--- config.mk ---
export PLATFORM = sky130hd
export DESIGN_NAME = half_duplex_request_reply_link_fsm_core
export DESIGN_NICKNAME = d
export VERILOG_FILES = /design/src/design/hdrl_pkg.sv /design/src/design/half_duplex_request_reply_link_fsm_core.sv /design/src/design/hdrl_step.sv /design/src/design/hdrl_ctx.sv
export VERILOG_INCLUDE_DIRS = /design/src /design/src/design
export SDC_FILE = /design/constraint.sdc
export NUM_CORES = 1
export LEC_CHECK = 0
export BUFFER_PORTS_ARGS = -buffer_cell sky130_fd_sc_hd__buf_2
export CORE_MARGIN = 2
export CORE_UTILIZATION = 50
export CTS_BUF_LIST = sky130_fd_sc_hd__clkbuf_4 sky130_fd_sc_hd__clkbuf_8 sky130_fd_sc_hd__clkbuf_16
export DETAILED_ROUTE_END_ITERATION = 12
export MAX_ROUTING_LAYER = met4
export PLACE_DENSITY = 0.75
export SKIP_LAST_GASP = 1
export SYNTH_ARGS = -nofsm -noshare
export SYNTH_HDL_FRONTEND = slang
export SYNTH_SLANG_ARGS = --single-unit
--- constraint.sdc ---
create_clock -name clk -period 6.1 [get_ports clk]
set_input_delay 1.22 -clock clk [delete_from_list [all_inputs] [get_ports clk]]
set_output_delay 1.22 -clock clk [all_outputs]
set_load 0.03 [all_outputs]
--- src/design/half_duplex_request_reply_link_fsm_core_defines.svh ---
// ----------------------------------------------------------------------------
// Link sequencer assertion macros
// Shared concurrent assertion forms for the link sequencer.
// ----------------------------------------------------------------------------
`ifndef HALF_DUPLEX_REQUEST_REPLY_LINK_FSM_CORE_DEFINES_SVH
`define HALF_DUPLEX_REQUEST_REPLY_LINK_FSM_CORE_DEFINES_SVH

// same-cycle implication under active-low reset
`define HDRL_ASSERT_NOW(lbl, clk, rst_n, ante, cons, msg) \
  lbl: assert property (@(posedge clk) disable iff (!rst_n) (ante) |-> (cons)) \
    else $error(msg);

// next-cycle implication under active-low reset
`define HDRL_ASSERT_NEXT(lbl, clk, rst_n, ante, cons, msg) \
  lbl: assert property (@(posedge clk) disable iff (!rst_n) (ante) |=> (cons)) \
    else $error(msg);

`endif

--- src/design/hdrl_pkg.sv ---
// ----------------------------------------------------------------------------
// Link sequencer package
// Transaction types, link context and event, state and result codes.
// ----------------------------------------------------------------------------
package hdrl_pkg;

  localparam logic [2:0] OP_TICK       = 3'd0;
  localparam logic [2:0] OP_SERVICE    = 3'd1;
  localparam logic [2:0] OP_SEND_REQ   = 3'd2;
  localparam logic [2:0] OP_TX_DONE    = 3'd3;
  localparam logic [2:0] OP_TX_TIMEOUT = 3'd4;
  localparam logic [2:0] OP_RX_DONE    = 3'd5;
  localparam logic [2:0] OP_RX_TIMEOUT = 3'd6;
  localparam logic [2:0] OP_RX_ERROR   = 3'd7;

  localparam logic [3:0] ST_INITIAL       = 4'd0;
  localparam logic [3:0] ST_WAIT_REQ      = 4'd1;
  localparam logic [3:0] ST_WAIT_REPLY    = 4'd2;
  localparam logic [3:0] ST_GOT_REQ       = 4'd3;
  localparam logic [3:0] ST_GOT_REPLY     = 4'd4;
  localparam logic [3:0] ST_SENDING_REQ   = 4'd5;
  localparam logic [3:0] ST_SENDING_REPLY = 4'd6;
  localparam logic [3:0] ST_SENT_REQ      = 4'd7;
  localparam logic [3:0] ST_SENT_REPLY    = 4'd8;

  localparam logic [2:0] CMD_NONE       = 3'd0;
  localparam logic [2:0] CMD_SLEEP      = 3'd1;
  localparam logic [2:0] CMD_SLEEP_RX   = 3'd2;
  localparam logic [2:0] CMD_SEND_REQ   = 3'd3;
  localparam logic [2:0] CMD_SEND_REPLY = 3'd4;

  localparam logic [2:0] OC_REPLY_RIGHT   = 3'd0;
  localparam logic [2:0] OC_REPLY_WRONG   = 3'd1;
  localparam logic [2:0] OC_NOT_NEEDED    = 3'd2;
  localparam logic [2:0] OC_REQ_TX_TMO    = 3'd3;
  localparam logic [2:0] OC_REPLY_TX_TMO  = 3'd4;
  localparam logic [2:0] OC_REPLY_WAIT_TMO = 3'd5;

  localparam logic [1:0] SS_NONE    = 2'd0;
  localparam logic [1:0] SS_PENDING = 2'd1;
  localparam logic [1:0] SS_INVALID = 2'd2;

  localparam int FLAG_TO_ME = 0;
  localparam int FLAG_WANTS = 1;
  localparam int FLAG_VALID = 2;

  localparam logic [15:0] AGE_MAX       = 16'hFFFF;
  localparam logic [15:0] STALE_DEFAULT = 16'd3500;

  typedef struct packed {
    logic [2:0]  op;
    logic [7:0]  rx_size;
    logic        frame_is_request;
    logic        frame_is_reply;
    logic        addressed_to_me;
    logic        wants_reply;
    logic        reply_valid;
    logic [7:0]  address;
    logic [15:0] payload;
  } in_t;

  typedef struct packed {
    logic [2:0]  radio_cmd;
    logic [7:0]  tx_address;
    logic [15:0] tx_payload;
    logic        tx_wants_reply;
    logic        outcome_valid;
    logic [2:0]  outcome_code;
    logic [15:0] outcome_payload;
    logic [1:0]  send_status;
    logic        notify_valid;
    logic [7:0]  notify_address;
    logic [15:0] notify_payload;
    logic [3:0]  machine_state;
  } out_t;

  typedef struct packed {
    logic [3:0]  link_state;
    logic [15:0] state_age_ms;
    logic [7:0]  held_source;
    logic [15:0] held_payload;
    logic [2:0]  held_flags;
    logic        sent_wants_reply;
  } ctx_t;

endpackage

--- src/design/half_duplex_request_reply_link_fsm_core.sv ---
// ----------------------------------------------------------------------------
// Half-duplex request/reply link sequencer
// Input register, one-pass event step against the link context, result
// register.
//
//   Channel  Handshake              Payload
//   in       in_valid / in_stall    in_data  (hdrl_pkg::in_t)
//   out      out_valid / out_stall  out_data (hdrl_pkg::out_t)
//   cfg      cfg_we                 cfg_wdata (stale timeout, ms)
//
// One transaction per cycle sustained while out_stall is low; a result passes
// the input register, then the event step into the result register.
// The step commits the link context in the same cycle it loads the result.
// Synchronous active-low reset; context clears, stale timeout returns to 3500.
// A stalled result holds; a full input register then stalls the input channel
// until the result register can load again.
// ----------------------------------------------------------------------------
module half_duplex_request_reply_link_fsm_core (
  input  logic           clk,
  input  logic           rst_n,
  input  logic           in_valid,
  output logic           in_stall,
  input  hdrl_pkg::in_t  in_data,
  output logic           out_valid,
  input  logic           out_stall,
  output hdrl_pkg::out_t out_data,
  input  logic           cfg_we,
  input  logic [15:0]    cfg_wdata
);
  import hdrl_pkg::*;
  `include "half_duplex_request_reply_link_fsm_core_defines.svh"

  logic        in_vld_r;
  in_t         in_data_r;
  logic        out_vld_r;
  out_t        out_data_r;
  logic        can_load;
  logic        fire;
  ctx_t        ctx;
  ctx_t        ctx_nxt;
  out_t        res;
  logic [15:0] stale_timeout_ms;

  assign can_load = !out_vld_r || !out_stall;
  assign fire     = in_vld_r && can_load;
  assign in_stall = in_vld_r && !can_load;

  always_ff @(posedge clk) begin
    if (!rst_n) begin
      in_vld_r  <= 1'b0;
      out_vld_r <= 1'b0;
    end else begin
      if (in_valid && !in_stall) begin
        in_vld_r <= 1'b1;
      end else if (fire) begin
        in_vld_r <= 1'b0;
      end
      if (fire) begin
        out_vld_r <= 1'b1;
      end else if (!out_stall) begin
        out_vld_r <= 1'b0;
      end
    end
  end

  always_ff @(posedge clk) begin
    if (in_valid && !in_stall) begin
      in_data_r <= in_data;
    end
    if (fire) begin
      out_data_r <= res;
    end
  end

  hdrl_ctx u_ctx (
    .clk              (clk),
    .rst_n            (rst_n),
    .commit           (fire),
    .ctx_nxt          (ctx_nxt),
    .cfg_we           (cfg_we),
    .cfg_wdata        (cfg_wdata),
    .ctx              (ctx),
    .stale_timeout_ms (stale_timeout_ms)
  );

  hdrl_step u_step (
    .item             (in_data_r),
    .ctx              (ctx),
    .stale_timeout_ms (stale_timeout_ms),
    .res              (res),
    .ctx_nxt          (ctx_nxt)
  );

  assign out_valid = out_vld_r;
  assign out_data  = out_data_r;

  `HDRL_ASSERT_NOW(a_tx_zero, clk, rst_n,
    out_vld_r && out_data_r.radio_cmd != CMD_SEND_REQ && out_data_r.radio_cmd != CMD_SEND_REPLY,
    out_data_r.tx_address == '0 && out_data_r.tx_payload == '0 && !out_data_r.tx_wants_reply,
    "tx fields set without a send command")
  `HDRL_ASSERT_NOW(a_outcome_zero, clk, rst_n,
    out_vld_r && !out_data_r.outcome_valid,
    out_data_r.outcome_code == '0 && out_data_r.outcome_payload == '0,
    "outcome fields set without an outcome")
  `HDRL_ASSERT_NOW(a_pending_state, clk, rst_n,
    out_vld_r && out_data_r.send_status == SS_PENDING,
    out_data_r.machine_state == ST_SENDING_REQ && out_data_r.radio_cmd == CMD_SEND_REQ,
    "pending send without entering sending-request state")
  `HDRL_ASSERT_NEXT(a_state_match, clk, rst_n,
    fire,
    out_vld_r && out_data_r.machine_state == ctx.link_state,
    "reported state differs from committed link state")
  `HDRL_ASSERT_NEXT(a_age_clear, clk, rst_n,
    fire && ctx_nxt.link_state != ctx.link_state,
    ctx.state_age_ms == '0,
    "state age not cleared on state change")

endmodule

--- src/design/hdrl_step.sv ---
// ----------------------------------------------------------------------------
// Link sequencer event step
// Decodes one event against the link context; gives result and next context.
// ----------------------------------------------------------------------------
module hdrl_step (
  input  hdrl_pkg::in_t  item,
  input  hdrl_pkg::ctx_t ctx,
  input  logic [15:0]    stale_timeout_ms,
  output hdrl_pkg::out_t res,
  output hdrl_pkg::ctx_t ctx_nxt
);
  import hdrl_pkg::*;

  always_comb begin
    logic [3:0] st;
    logic [15:0] age;
    logic       chg;
    ctx_nxt = ctx;
    res     = '0;
    st      = ctx.link_state;
    age     = ctx.state_age_ms;
    chg     = 1'b0;
    unique case (item.op)
      OP_TICK: begin
        if (age != AGE_MAX) begin
          age = age + 16'd1;
        end
      end
      OP_SERVICE: begin
        if (age > stale_timeout_ms) begin
          st  = ST_INITIAL;
          chg = 1'b1;
        end
        case (st)
          ST_INITIAL: begin
            res.radio_cmd = CMD_SLEEP_RX;
            st  = ST_WAIT_REQ;
            chg = 1'b1;
          end
          ST_GOT_REQ: begin
            chg = 1'b1;
            if (!ctx.held_flags[FLAG_TO_ME]) begin
              st = ST_INITIAL;
            end else begin
              res.notify_valid   = 1'b1;
              res.notify_address = ctx.held_source;
              res.notify_payload = ctx.held_payload;
              if (!ctx.held_flags[FLAG_WANTS]) begin
                st = ST_INITIAL;
              end else begin
                res.radio_cmd  = CMD_SEND_REPLY;
                res.tx_address = ctx.held_source;
                res.tx_payload = item.payload;
                st = ST_SENDING_REPLY;
              end
            end
          end
          ST_GOT_REPLY: begin
            if (!ctx.held_flags[FLAG_TO_ME]) begin
              res.radio_cmd = CMD_SLEEP_RX;
            end else begin
              res.outcome_valid = 1'b1;
              if (ctx.held_flags[FLAG_VALID]) begin
                res.outcome_code    = OC_REPLY_RIGHT;
                res.outcome_payload = ctx.held_payload;
              end else begin
                res.outcome_code = OC_REPLY_WRONG;
              end
              st  = ST_INITIAL;
              chg = 1'b1;
            end
          end
          ST_SENT_REQ: begin
            chg = 1'b1;
            if (!ctx.sent_wants_reply) begin
              res.radio_cmd     = CMD_SLEEP;
              res.outcome_valid = 1'b1;
              res.outcome_code  = OC_NOT_NEEDED;
              st = ST_INITIAL;
            end else begin
              res.radio_cmd = CMD_SLEEP_RX;
              st = ST_WAIT_REPLY;
            end
          end
          ST_SENT_REPLY: begin
            st  = ST_INITIAL;
            chg = 1'b1;
          end
          default: begin
          end
        endcase
      end
      OP_SEND_REQ: begin
        if (st != ST_WAIT_REQ) begin
          res.send_status = SS_INVALID;
        end else begin
          res.send_status    = SS_PENDING;
          res.radio_cmd      = CMD_SEND_REQ;
          res.tx_address     = item.address;
          res.tx_payload     = item.payload;
          res.tx_wants_reply = item.wants_reply;
          ctx_nxt.sent_wants_reply = item.wants_reply;
          st  = ST_SENDING_REQ;
          chg = 1'b1;
        end
      end
      OP_TX_DONE: begin
        if (st == ST_SENDING_REQ) begin
          st  = ST_SENT_REQ;
          chg = 1'b1;
        end else if (st == ST_SENDING_REPLY) begin
          st  = ST_SENT_REPLY;
          chg = 1'b1;
        end
      end
      OP_TX_TIMEOUT: begin
        if (st == ST_SENDING_REQ) begin
          res.outcome_valid = 1'b1;
          res.outcome_code  = OC_REQ_TX_TMO;
        end else if (st == ST_SENDING_REPLY) begin
          res.outcome_valid = 1'b1;
          res.outcome_code  = OC_REPLY_TX_TMO;
        end
        st  = ST_INITIAL;
        chg = 1'b1;
      end
      OP_RX_DONE: begin
        if (item.rx_size != 8'd0) begin
          if ((st == ST_WAIT_REQ && item.frame_is_request) ||
              (st == ST_WAIT_REPLY && item.frame_is_reply)) begin
            ctx_nxt.held_source  = item.address;
            ctx_nxt.held_payload = item.payload;
            ctx_nxt.held_flags   = {item.reply_valid, item.wants_reply,
                                    item.addressed_to_me};
            st  = (st == ST_WAIT_REQ) ? ST_GOT_REQ : ST_GOT_REPLY;
            chg = 1'b1;
          end else begin
            res.radio_cmd = CMD_SLEEP_RX;
          end
        end
      end
      OP_RX_TIMEOUT: begin
        if (st == ST_WAIT_REQ || st == ST_WAIT_REPLY) begin
          if (st == ST_WAIT_REPLY) begin
            res.outcome_valid = 1'b1;
            res.outcome_code  = OC_REPLY_WAIT_TMO;
          end
          res.radio_cmd = CMD_SLEEP_RX;
          st  = ST_WAIT_REQ;
          chg = 1'b1;
        end
      end
      OP_RX_ERROR: begin
        st  = ST_INITIAL;
        chg = 1'b1;
      end
      default: begin
      end
    endcase
    if (chg) begin
      age = '0;
    end
    ctx_nxt.link_state   = st;
    ctx_nxt.state_age_ms = age;
    res.machine_state    = st;
  end

endmodule

--- src/design/hdrl_ctx.sv ---
// ----------------------------------------------------------------------------
// Link sequencer context
// Holds link state, state age, held frame and the stale timeout register.
// ----------------------------------------------------------------------------
module hdrl_ctx (
  input  logic           clk,
  input  logic           rst_n,
  input  logic           commit,
  input  hdrl_pkg::ctx_t ctx_nxt,
  input  logic           cfg_we,
  input  logic [15:0]    cfg_wdata,
  output hdrl_pkg::ctx_t ctx,
  output logic [15:0]    stale_timeout_ms
);
  import hdrl_pkg::*;

  ctx_t        ctx_r;
  logic [15:0] stale_r;

  always_ff @(posedge clk) begin
    if (!rst_n) begin
      ctx_r   <= '0;
      stale_r <= STALE_DEFAULT;
    end else begin
      if (commit) begin
        ctx_r <= ctx_nxt;
      end
      if (cfg_we) begin
        stale_r <= cfg_wdata;
      end
    end
  end

  assign ctx              = ctx_r;
  assign stale_timeout_ms = stale_r;

endmodule

==> metrics.md <==
| Metric | Value |
|---|---|
| Wire length per cell | 16.1 um |
| WP data required | 6.44 ns |
| Number of inserted filler cells in the final layout | 1290 |
| Number of vias after detailed routing | 5636 |
| Critical path peak fanout | 58 |
| Final setup fails | 0 |
| RSZ-0062 raised after global routing | false |
| Max rail drop VDD | 0.222 mV |
| Capturing element type of the critical path | flop |
| Start point of the critical path | out_stall |
| Count of different cell masters after synthesis | 70 |
| Std-Cell Core Area | 15800 um^2 |
| Status | complete, no violations |
| Path type of the worst min-delay path | reg2reg |
| Combined area of all synthesized cells | 8050 um^2 |
| Syn-to-layout area delta | 17.8% |
| Syn. warnings | 0 |
| Initial cell density of the core | 50.9% |
| Final instance count without filler cells | 1054 |
| Inst Count DP | 1020 |
| Largest buffer count on any clock path | 2 |
| FMAX | 301 MHz |
| Crit share post-route | 54.4% |
| Number of clock sinks | 185 |
| Final count of hold timing violations | 0 |
| Clock network latency to the later pin of the worst-skew pair | 0.43 ns |
| Total gr overflow | 0 |
| Mean area per synthesized cell | 11.5 um^2 |
| Dominant register cell in the synthesized netlist | sky130_fd_sc_hd__edfxtp_1 |
| Nets in the synthesized netlist | 778 |
| Length of the first detailed-routing pass in iterations | 5 |
| Total Neg Setup Slack | 0 ns |
| Overall fraction of global-route tracks in use | 21.2% |
| CP Data Arrival Time | 3.66 ns |
| CTS buffer count | 17 |
| Cts repair resizes | 0 |
| Clock tree from TritonCTS | yes |
| Mean number of vias per cell | 5.35 |
| Source of the worst register-to-register timing path | u_ctx.ctx[41]$_SDFFE_PN0P_ |
| Worst R2R Setup Slack | 2.85 ns |
| First-pass GRT wire length | 26700 um |
| # IOs | 142 |
| Number of buffers inserted by hold repair at cts | 0 |
| Areal power density over the cells | 286 nW/um^2 |
| Count of mapped cells out of synthesis | 700 |
| Layout cells sized above 1 | 23.1% |
| Static leakage power | 0.00371 uW |
| Vertical extent of the die | 131 um |
| Number of antenna violations at the first check in global routing | 2 |
| Category of the worst setup path launch point | primary input |
| Count of final max-slew check failures | 0 |
| Die W | 131 um |
| CTS H-tree depth | 4 |
| Portion of the post-synthesis area used by sequential elements | 60.8% |
| Period minus WS final | 3.32 ns |
| Die ar. | 17100 um^2 |
| Via count of the first global-routing pass | 5103 |
| Violation count after the first detailed-route iteration | 455 |
| Number of rows in the core area | 46 |
| Final worst clock skew | 0.0113 ns |
| Actual transition at the worst max-transition pin | 1.19 ns |
| Worst Path Class, Setup | in2reg |
| Flops & latches, synth | 185 |
| Number of antenna-violating nets in the routed design | 0 |
| HPWL after detailed placement | 11200 um |
| Number of max-cap violations | 0 |
| Endpoint of the lowest-slack register-to-register path | out_data[16]$_SDFFCE_PN0P_ |
| Clk root buf | sky130_fd_sc_hd__clkbuf_16 |
| Setup crit end | u_ctx.ctx[0]$_SDFFE_PN0P_ |
| Port buffer count | 141 |
| Share of async-settable or async-resettable flops after synthesis | 0% |
| Clock-pin transition on the worst setup and hold timing paths | 0.07 ns |
| Largest net degree at the start of global routing | 60 |
| Post-CTS Setup Repair Bufs | 0 |
| Placer's final routability congestion estimate | 0.905 |
| Relative slew slack | 20.1% |
| Number of synthesized flops with an enable pin | 119 |
| Number of nets in the layout | 901 |
| Final routed wirelength across all metal layers | 17000 um |
| Worst reg-to-reg path cell count | 8 |
| DRC violations left | 0 |
==> synth_stat cells (all sizes together), types with 2 or more instances <==
| master | instances | area (um^2) |
|---|---|---|
| inv | 23 | 86.3 |
| a21o | 3 | 22.5 |
| o311ai | 3 | 43.8 |
| a21oi | 31 | 155 |
| a211oi | 4 | 30.0 |
| nand4 | 11 | 68.8 |
| nor3 | 7 | 51.3 |
| o21a | 4 | 30.0 |
| o22ai | 3 | 18.8 |
| nor2b | 16 | 100 |
| buf | 12 | 73.8 |
| o211ai | 11 | 82.6 |
| and2 | 64 | 400 |
| nand3 | 9 | 45.0 |
| or3 | 3 | 18.8 |
| or4 | 2 | 15.0 |
| or2 | 4 | 25.0 |
| nor2 | 22 | 92.6 |
| nand2 | 103 | 387 |
| ha | 17 | 213 |
| a21boi | 31 | 240 |
| o32ai | 3 | 33.8 |
| nor4 | 6 | 43.8 |
| dfxtp | 66 | 1320 |
| and4 | 5 | 43.8 |
| a31oi | 7 | 65.1 |
| mux2i | 17 | 170 |
| xnor2 | 2 | 17.5 |
| nand2b | 13 | 81.3 |
| and3 | 9 | 56.3 |
| edfxtp | 119 | 3570 |
| nand3b | 2 | 15.0 |
| o31ai | 4 | 30.0 |
| a211o | 2 | 17.5 |
| clkbuf | 26 | 98.8 |
| a22o | 8 | 70.1 |
| o21ai | 12 | 60.1 |
==> cell usage in the layout (no fill, tap or decap), types with 4 or more instances in the layout <==
cell type and instances:
sky130_fd_sc_hd__a211oi_1 4, sky130_fd_sc_hd__a21boi_0 29, sky130_fd_sc_hd__a21oi_1 31, sky130_fd_sc_hd__a22o_1 8, sky130_fd_sc_hd__a31oi_1 5, sky130_fd_sc_hd__and2_1 64, sky130_fd_sc_hd__and3_1 9, sky130_fd_sc_hd__and4_1 5
sky130_fd_sc_hd__buf_2 141, sky130_fd_sc_hd__clkbuf_16 17, sky130_fd_sc_hd__dfxtp_1 66, sky130_fd_sc_hd__edfxtp_1 119, sky130_fd_sc_hd__ha_1 17, sky130_fd_sc_hd__inv_1 22, sky130_fd_sc_hd__inv_8 5, sky130_fd_sc_hd__mux2i_1 17
sky130_fd_sc_hd__nand2_1 103, sky130_fd_sc_hd__nand2b_1 13, sky130_fd_sc_hd__nand3_1 9, sky130_fd_sc_hd__nand4_1 11, sky130_fd_sc_hd__nor2_1 20, sky130_fd_sc_hd__nor2b_1 15, sky130_fd_sc_hd__nor3_1 5, sky130_fd_sc_hd__nor4_1 5
sky130_fd_sc_hd__o211ai_1 11, sky130_fd_sc_hd__o21a_1 4, sky130_fd_sc_hd__o21ai_0 12, sky130_fd_sc_hd__o31ai_1 4
==> cells by family (layout without fill, tap and decap cells) <==
kind of cell | Yosys count | count (layout) | synth area share, %
and+or+nand+nor | 281 | 281 | 18.5
DFF | 185 | 185 | 60.8
other | 0 | 2 | 0
muxes | 17 | 17 | 2.11
AOI/OAI and AO/OA | 136 | 136 | 12.4
buffers and inverters | 61 | 197 | 3.22
adders and majority gates | 17 | 17 | 2.64
xor gates and xnor gates | 3 | 3 | 0.327
==> sequential cells by signal, indices dropped and copies added, names as in the netlist <==
name and cells:
u_ctx.stale_timeout_ms 16, in_vld_r 1, out_valid 1, u_ctx.ctx 48, in_data_r 40, out_data 79
==> worst max-delay path, cell delays in order <==
cell	delay (ns)
sky130_fd_sc_hd__buf_2	0.10
sky130_fd_sc_hd__nand2_1	0.05
sky130_fd_sc_hd__nand2_1	0.39
sky130_fd_sc_hd__clkinv_2	0.89
sky130_fd_sc_hd__buf_4	0.61
sky130_fd_sc_hd__nand2_1	0.11
sky130_fd_sc_hd__nand2_1	0.05
sky130_fd_sc_hd__a21boi_0	0.21
==> layout make-up <==
cell class              instances  area, um^2  area share [%]
clock inverters                14         161            1.70
inverters                      23        87.6           0.924
flip-flops and latches        185        4890            51.6
well taps                     216         270            2.85
repair buffers                142         713            7.52
clock buffers                  18         439            4.63
diodes                          2        5.00          0.0528
multi-input cells             454        2910            30.7
==> report_power, final <==
part | switching [uW] | internal, uW
sequential | 25.5 | 1380
clock | 512 | 594
combinational | 135 | 65.8
==> metrics by stage <==
stage | area, um^2 | power [uW] | hold slack, ns | setup WS [ns] | utilization (%)
2_1_floorplan | 8050 | 1570 | 0.444 | 1.40 | -
3_3_place_gp | 8870 | 1630 | 0.460 | 2.50 | 56.1
3_5_place_dp | 8870 | 1630 | 0.467 | 2.42 | 56.1
4_1_cts | 9480 | 2720 | 0.476 | 2.76 | 59.9
5_1_grt | 9480 | 2800 | 0.505 | 2.51 | 59.9
6_report | 9480 | 2710 | 0.474 | 2.78 | 59.9
==> layer usage <==
metal	vias to the layer above	global-route usage (%)	share of wire [%]
met5	-	-	0
li1	2772	-	-
met1	2632	28.1	45
met2	211	32.6	48
met4	0	7.13	1.5
met3	21	4.64	6.2
==> worst min-delay path by stage <==
stage / start / cells after the start / to / slack (ns)
6_report: u_ctx.ctx[2]$_SDFFE_PN0P_ / 2 / u_ctx.ctx[2]$_SDFFE_PN0P_ / 0.47
3_5_place_dp: u_ctx.ctx[4]$_SDFFE_PN0P_ / 2 / u_ctx.ctx[4]$_SDFFE_PN0P_ / 0.47
2_1_floorplan: u_ctx.ctx[2]$_SDFFE_PN0P_ / 2 / u_ctx.ctx[2]$_SDFFE_PN0P_ / 0.44
4_1_cts: u_ctx.ctx[2]$_SDFFE_PN0P_ / 2 / u_ctx.ctx[2]$_SDFFE_PN0P_ / 0.48
3_3_place_gp: u_ctx.ctx[4]$_SDFFE_PN0P_ / 2 / u_ctx.ctx[4]$_SDFFE_PN0P_ / 0.46
5_1_grt: u_ctx.ctx[5]$_SDFFE_PN0P_ / 2 / u_ctx.ctx[5]$_SDFFE_PN0P_ / 0.51
Power figures use the tool's default switching activity.
